## config.mk

```make
export PLATFORM = sky130hd
export DESIGN_NAME = stack_with_min_query_unit
export DESIGN_NICKNAME = d
export VERILOG_FILES = /design/src/swmq_pkg.sv /design/src/swmq_ram.sv /design/src/stack_with_min_query_unit.sv
export SDC_FILE = /design/constraint.sdc
export NUM_CORES = 1
export LEC_CHECK = 0
export BUFFER_PORTS_ARGS = -buffer_cell sky130_fd_sc_hd__buf_2
export CAP_MARGIN = 20
export CORE_UTILIZATION = 35
export DETAILED_ROUTE_END_ITERATION = 10
export PLACE_DENSITY = 0.46
export SLEW_MARGIN = 20
export SYNTH_ARGS = -nofsm -noshare
export SYNTH_HDL_FRONTEND = slang
export SYNTH_SLANG_ARGS = --single-unit
export TNS_END_PERCENT = 30
```

## constraint.sdc

```tcl
create_clock -name clk -period 8.65 [get_ports clk]
set_clock_uncertainty 0.05 [all_clocks]
set_input_delay 1.73 -clock clk [delete_from_list [all_inputs] [get_ports clk]]
set_output_delay 1.73 -clock clk [all_outputs]
set_load 0.03 [all_outputs]
```

## src/swmq_pkg.sv

```systemverilog
// Shared types and constants for the stack with minimum query.
// No dependencies; imported by the top level.
package swmq_pkg;

  typedef logic [1:0]         opcode_t;
  typedef logic signed [31:0] word_t;

  localparam opcode_t OP_NOP  = 2'd0;
  localparam opcode_t OP_PUSH = 2'd1;
  localparam opcode_t OP_POP  = 2'd2;

  // Start value of the minimum scan and the minimum of an empty stack
  localparam word_t MIN_START = 32'sd32767;

  localparam int FILL_COUNT_W = 5;

endpackage

```

## src/swmq_ram.sv

```systemverilog
// Generic single-port RAM with registered read data.
// No dependencies; used by the top level as the entry store.
module swmq_ram #(
  parameter int WIDTH = 32,
  parameter int DEPTH = 16
) (
  input  logic                     clk,
  input  logic                     we,
  input  logic [$clog2(DEPTH)-1:0] addr,
  input  logic [WIDTH-1:0]         wdata,
  output logic [WIDTH-1:0]         rdata
);

  logic [WIDTH-1:0] mem [DEPTH];

  always_ff @(posedge clk) begin
    if (we) begin
      mem[addr] <= wdata;
    end
    rdata <= mem[addr];
  end

endmodule

```

## src/stack_with_min_query_unit.sv

```systemverilog
// Stack of signed words with a minimum query over all stored words.
// Each accepted item is followed by a scan that reads the entries up to the fill level after
// the operation, one entry a cycle through the single RAM port into one comparator; no new
// item is taken until its result has gone to the output register, so the time per item grows
// with the fill level. A result still waiting holds the next one in the last step.
// Reset (rst_n low, synchronous) empties the stack; entry contents are not cleared.
module stack_with_min_query_unit #(
  parameter int DEPTH = 16
) (
  input  logic               clk,
  input  logic               rst_n,
  input  logic               in_valid,
  output logic               in_ready,
  input  swmq_pkg::opcode_t  in_opcode,
  input  swmq_pkg::word_t    in_push_value,
  output logic               out_valid,
  input  logic               out_ready,
  output swmq_pkg::word_t    out_top_value,
  output logic               out_is_empty,
  output logic               out_is_full,
  output logic [4:0]         out_fill_count,
  output swmq_pkg::word_t    out_min_value,
  output logic               out_op_error
);
  import swmq_pkg::*;

  localparam int AW    = $clog2(DEPTH);
  localparam int LVL_W = $clog2(DEPTH + 1);

  typedef enum logic [1:0] {ST_IDLE, ST_SCAN, ST_DONE} state_t;

  state_t            state_r, state_nxt;
  logic [LVL_W-1:0]  fill_r, fill_nxt;
  logic [LVL_W-1:0]  idx_r, idx_nxt;
  logic              rv_r, rv_nxt;
  logic              err_r, err_nxt;
  word_t             min_r, min_nxt;
  word_t             top_r, top_nxt;
  logic              out_valid_r, out_valid_nxt;
  word_t             out_top_r, out_top_nxt;
  word_t             out_min_r, out_min_nxt;
  logic              out_empty_r, out_empty_nxt;
  logic              out_full_r, out_full_nxt;
  logic              out_err_r, out_err_nxt;
  logic [4:0]        out_cnt_r, out_cnt_nxt;

  logic              in_fire;
  logic              out_free;
  logic              issue;
  logic              ram_we;
  logic [AW-1:0]     ram_addr;
  word_t             ram_rdata;
  logic [31:0]       fill_ext;

  assign in_ready = (state_r == ST_IDLE);
  assign in_fire  = in_valid && in_ready;
  assign out_free = !out_valid_r || out_ready;
  assign issue    = (state_r == ST_SCAN) && (idx_r < fill_r);
  assign fill_ext = 32'(fill_r);

  // Write on an accepted push with room, otherwise read the scan index
  always_comb begin
    ram_we   = 1'b0;
    ram_addr = idx_r[AW-1:0];
    if (in_fire && (in_opcode == OP_PUSH) && (fill_r < LVL_W'(DEPTH))) begin
      ram_we   = 1'b1;
      ram_addr = fill_r[AW-1:0];
    end
  end

  swmq_ram #(
    .WIDTH(32),
    .DEPTH(DEPTH)
  ) u_store (
    .clk   (clk),
    .we    (ram_we),
    .addr  (ram_addr),
    .wdata (in_push_value),
    .rdata (ram_rdata)
  );

  always_comb begin
    state_nxt     = state_r;
    fill_nxt      = fill_r;
    idx_nxt       = idx_r;
    rv_nxt        = issue;
    err_nxt       = err_r;
    min_nxt       = min_r;
    top_nxt       = top_r;
    out_valid_nxt = out_valid_r && !out_ready;
    out_top_nxt   = out_top_r;
    out_min_nxt   = out_min_r;
    out_empty_nxt = out_empty_r;
    out_full_nxt  = out_full_r;
    out_err_nxt   = out_err_r;
    out_cnt_nxt   = out_cnt_r;

    unique case (state_r)
      ST_IDLE: begin
        if (in_fire) begin
          err_nxt = 1'b0;
          case (in_opcode)
            OP_PUSH: begin
              if (fill_r < LVL_W'(DEPTH)) fill_nxt = fill_r + LVL_W'(1);
              else                        err_nxt  = 1'b1;
            end
            OP_POP: begin
              if (fill_r != '0) fill_nxt = fill_r - LVL_W'(1);
              else              err_nxt  = 1'b1;
            end
            default: ;
          endcase
          idx_nxt   = '0;
          min_nxt   = MIN_START;
          top_nxt   = '0;
          state_nxt = ST_SCAN;
        end
      end
      ST_SCAN: begin
        if (issue) idx_nxt = idx_r + LVL_W'(1);
        if (rv_r) begin
          if (ram_rdata < min_r) min_nxt = ram_rdata;
          // last read data belongs to the top entry
          if (idx_r == fill_r) top_nxt = ram_rdata;
        end
        if (!issue && !rv_r) state_nxt = ST_DONE;
      end
      ST_DONE: begin
        if (out_free) begin
          out_valid_nxt = 1'b1;
          out_top_nxt   = top_r;
          out_min_nxt   = min_r;
          out_empty_nxt = (fill_r == '0);
          out_full_nxt  = (fill_r == LVL_W'(DEPTH));
          out_err_nxt   = err_r;
          out_cnt_nxt   = fill_ext[FILL_COUNT_W-1:0];
          state_nxt     = ST_IDLE;
        end
      end
      default: state_nxt = ST_IDLE;
    endcase
  end

  always_ff @(posedge clk) begin
    if (!rst_n) begin
      state_r     <= ST_IDLE;
      fill_r      <= '0;
      idx_r       <= '0;
      rv_r        <= 1'b0;
      out_valid_r <= 1'b0;
    end else begin
      state_r     <= state_nxt;
      fill_r      <= fill_nxt;
      idx_r       <= idx_nxt;
      rv_r        <= rv_nxt;
      out_valid_r <= out_valid_nxt;
    end
    err_r       <= err_nxt;
    min_r       <= min_nxt;
    top_r       <= top_nxt;
    out_top_r   <= out_top_nxt;
    out_min_r   <= out_min_nxt;
    out_empty_r <= out_empty_nxt;
    out_full_r  <= out_full_nxt;
    out_err_r   <= out_err_nxt;
    out_cnt_r   <= out_cnt_nxt;
  end

  assign out_valid      = out_valid_r;
  assign out_top_value  = out_top_r;
  assign out_min_value  = out_min_r;
  assign out_is_empty   = out_empty_r;
  assign out_is_full    = out_full_r;
  assign out_fill_count = out_cnt_r;
  assign out_op_error   = out_err_r;

  a_fill_bound: assert property (@(posedge clk) disable iff (!rst_n)
    fill_r <= LVL_W'(DEPTH))
    else $error("fill level beyond depth");

  a_busy_after_accept: assert property (@(posedge clk) disable iff (!rst_n)
    in_fire |=> !in_ready)
    else $error("item accepted while previous item in progress");

  a_read_follows_issue: assert property (@(posedge clk) disable iff (!rst_n)
    rv_r |-> $past(issue))
    else $error("read data flagged without a read");

  a_error_keeps_level: assert property (@(posedge clk) disable iff (!rst_n)
    (state_r == ST_SCAN && $past(in_fire) && err_r) |-> fill_r == $past(fill_r))
    else $error("ignored operation changed the fill level");

  a_empty_result: assert property (@(posedge clk) disable iff (!rst_n)
    (out_valid_r && out_empty_r) |-> (out_min_r == MIN_START && out_top_r == '0))
    else $error("empty stack result carries stale top or minimum");

endmodule

```

==> results.py <==
metrics = {
    "floorplan": {
        "rows": 99,
        "num_io_pins": 112,
        "die_area_um2": 75250,
        "core_um2": 73210,
        "start_util": 0.3546,
        "fp.dieW_um": 274.3,
        "die-height_um": 274.3,
    },
    "cts": {
        "cts-resized-gates": 0,
        "numCtsBuffers": 76,
        "clock_latency_ns": 0.62,
        "cts_tree": "built",
        "ctsRootBufferMaster": "clkbuf_16",
        "htree_levels": 3,
        "clock_path_buffers": 3,
        "clk_pin_slew_ns": 0.06,
        "cts_hold_buf": 0,
        "cts.sink_count": 695,
        "post-cts-setup-buffers": 0,
    },
    "sta": {
        "worstMarginPinSlew_ns": 1.016,
        "hold_viol": 0,
        "timing.final.crit_share": 0.5715,
        "slew_headroom": 0.3227,
        "rsz0062_at_grt": "false",
        "finalSetupTns_ns": 0,
        "setup_violations": 0,
        "finalCriticalPeriod_ns": 4.944,
        "max_freq_mhz": 202.3,
        "finalMaxSlewViolations": 0,
    },
    "grt": {
        "overflow": 0,
        "grt_start_max_net_pins": 73,
        "grt_pass1_wl_mm": 92.32,
        "grt_pass1_vias": 13620,
        "track_usage": 0.1698,
        "antenna_found_initial": 3,
    },
    "status": {
        "status": "finished, violations left",
        "violations": "DRC",
    },
    "min_path": {
        "hold_class": "register to register",
    },
    "final_layout": {
        "final_common_cell": "edfxtp_1",
        "fin_nets": 1720,
        "final_area_um2": 30320,
        "syn2layout_area_growth_pct": 16.82,
        "drive_gt1_frac": 0.1682,
        "layout_common_cells": "edfxtp_1 (649), mux2i_1 (129), a22oi_1 (128), buf_2 (111), a21oi_1 (81)",
    },
    "logic_synthesis": {
        "syn_area_um2": 25960,
        "synth_warnings": 0,
        "synth_seq_area_share": 0.7863,
        "syn-num-nets": 1559,
        "ys_types": 50,
        "synth_cells": 1478,
        "avgSynthCellArea_um2": 17.56,
        "synth_seq_cells": 695,
    },
    "run": {
        "cap_viol_max_count": 0,
    },
    "placement": {
        "portBuffers": 111,
        "gp_congestion": 0.7558,
        "dp_hpwl_mm": 35.46,
        "dpl_cell_area_um2": 27910,
    },
    "critical_path": {
        "endpoint_kind": "register",
        "arrival_ns": 5.38,
        "crit_fanout": 52,
        "critPathLaunchType": "input port",
        "crit_type": "input port to register",
        "cp.required_ns": 9.08,
    },
    "routing": {
        "dr.pass1.iters": 8,
        "vias_per_cell": 5.101,
        "drt_wl_total_mm": 63.43,
        "drt_iter0_drc": 899,
        "avgRoutedWirePerCell_um": 23.85,
        "vias": 13570,
        "ant_nets": 0,
        "drc": 36,
    },
    "pwr": {
        "vdd_drop_max_mv": 0.1272,
        "powerDensity_nw_per_um2": 243.2,
        "power_leakage_nw": 10.00,
    },
}
synthesized netlist by cell type (all sizes together):
library cell / count / area, um2
o211ai: 2 / 15.01
xnor2: 4 / 35.03
o31a: 1 / 8.760
o21ai: 10 / 50.05
nor3: 7 / 35.03
nand2: 16 / 62.56
and4: 1 / 8.760
clkinv: 1 / 3.750
nand4: 4 / 25.02
o31ai: 2 / 25.02
and2: 39 / 244.0
a21boi: 2 / 15.01
mux2i: 129 / 1291
a2111oi: 1 / 8.760
or4: 33 / 247.7
and3: 4 / 25.02
a22oi: 128 / 960.9
nor2: 28 / 105.1
buf: 33 / 200.2
o2111ai: 3 / 26.28
o22ai: 67 / 431.7
a31oi: 6 / 67.56
o21a: 1 / 7.510
o311a: 1 / 10.01
nand3: 7 / 35.03
a21o: 5 / 37.54
nor3b: 2 / 26.28
fa: 1 / 20.02
a221o: 1 / 10.01
inv: 44 / 165.2
ha: 42 / 525.5
nand2b: 19 / 118.9
nor2b: 6 / 40.04
or2: 1 / 6.260
dfxtp: 46 / 920.9
a221oi: 1 / 8.760
nor4: 7 / 43.79
a32oi: 1 / 8.760
a211oi: 2 / 15.01
edfxtp: 649 / 19490
a21oi: 81 / 405.4
clkbuf: 36 / 135.1
xor2: 4 / 35.03
registers in the layout, summed over array words and instances, names as in the netlist, 5 cells and up:
name,count
out_min_value,32
min_r,32
u_store.rdata,32
top_r,32
idx_r,5
out_fill_count,5
u_store.mem,512
out_top_value,32
fill_r,5
where the power goes:
part,internal [mW],leakage (nW),switching (mW)
sequential,3.76,6.25,0.0535
clock,1.84,1.16,1.28
combinational,0.149,2.59,0.287
total,5.75,10.0,1.62
routing by layer:
metal  vias up  global-route usage  routed length, um
met5         -                   0                  9
met4         2             0.04912               1100
met3        85             0.02715               2697
met1      6961              0.2330              29350
met2       293              0.2778              30280
li1       6228                   -                  -
final cells by class:
class / instances / area, um2
repair buffers: 152 / 863.3
multi-input cells: 669 / 5266
diodes: 1 / 2.502
clock buffers: 102 / 2083
inverters: 45 / 168.9
well taps: 959 / 1200
clock inverters: 37 / 327.8
flip-flops and latches: 695 / 20410
fillers: 6545 / 42880
kinds of logic after synthesis:
| group | after synthesis | share of synthesized area |
|---|---|---|
| multiplexers | 129 | 0.04975 |
| adder cells (fa/ha/maj) | 43 | 0.02102 |
| buffers and inverters | 114 | 0.01943 |
| XOR/XNOR | 8 | 0.002699 |
| AO/OA/AOI/OAI | 315 | 0.08137 |
| AND/OR/NAND/NOR | 174 | 0.03943 |
| flip-flops | 695 | 0.7863 |
through the flow:
stage	total power [mW]	cells	setup WS [ns]	hold WS, ns	util
after floorplan	4.147	1478	2.549	0.3503	-
after global placement	4.320	2520	3.159	0.3571	0.3811
after detailed placement	4.329	2520	3.060	0.3545	0.3812
after CTS	7.458	2659	3.715	0.3684	0.4142
after global routing	7.621	2659	3.468	0.3758	0.4142
final	7.375	2660	3.706	0.3671	0.4142
worst max-delay path: stages:
cell and delay [ns]:
buf_2 0.08, nor3b_4 0.58, nand3_1 0.60, nand2_4 0.92, buf_4 0.55, mux2i_1 0.24, o22ai_1 0.09, or4_1 0.53
final timing paths:
check / startpoint / endpoint / depth (start not counted) / slack, ns
setup / recovery: in_valid / u_store.rdata[22] / 8 / 3.71
setup reg to reg: state_r[1] / u_store.rdata[22] / 7 / 4.52
hold / removal: top_r[1] / out_top_value[1] / 0 / 0.37
hold reg to reg: top_r[1] / out_top_value[1] / 0 / 0.37
Power figures use the tool's default switching activity.
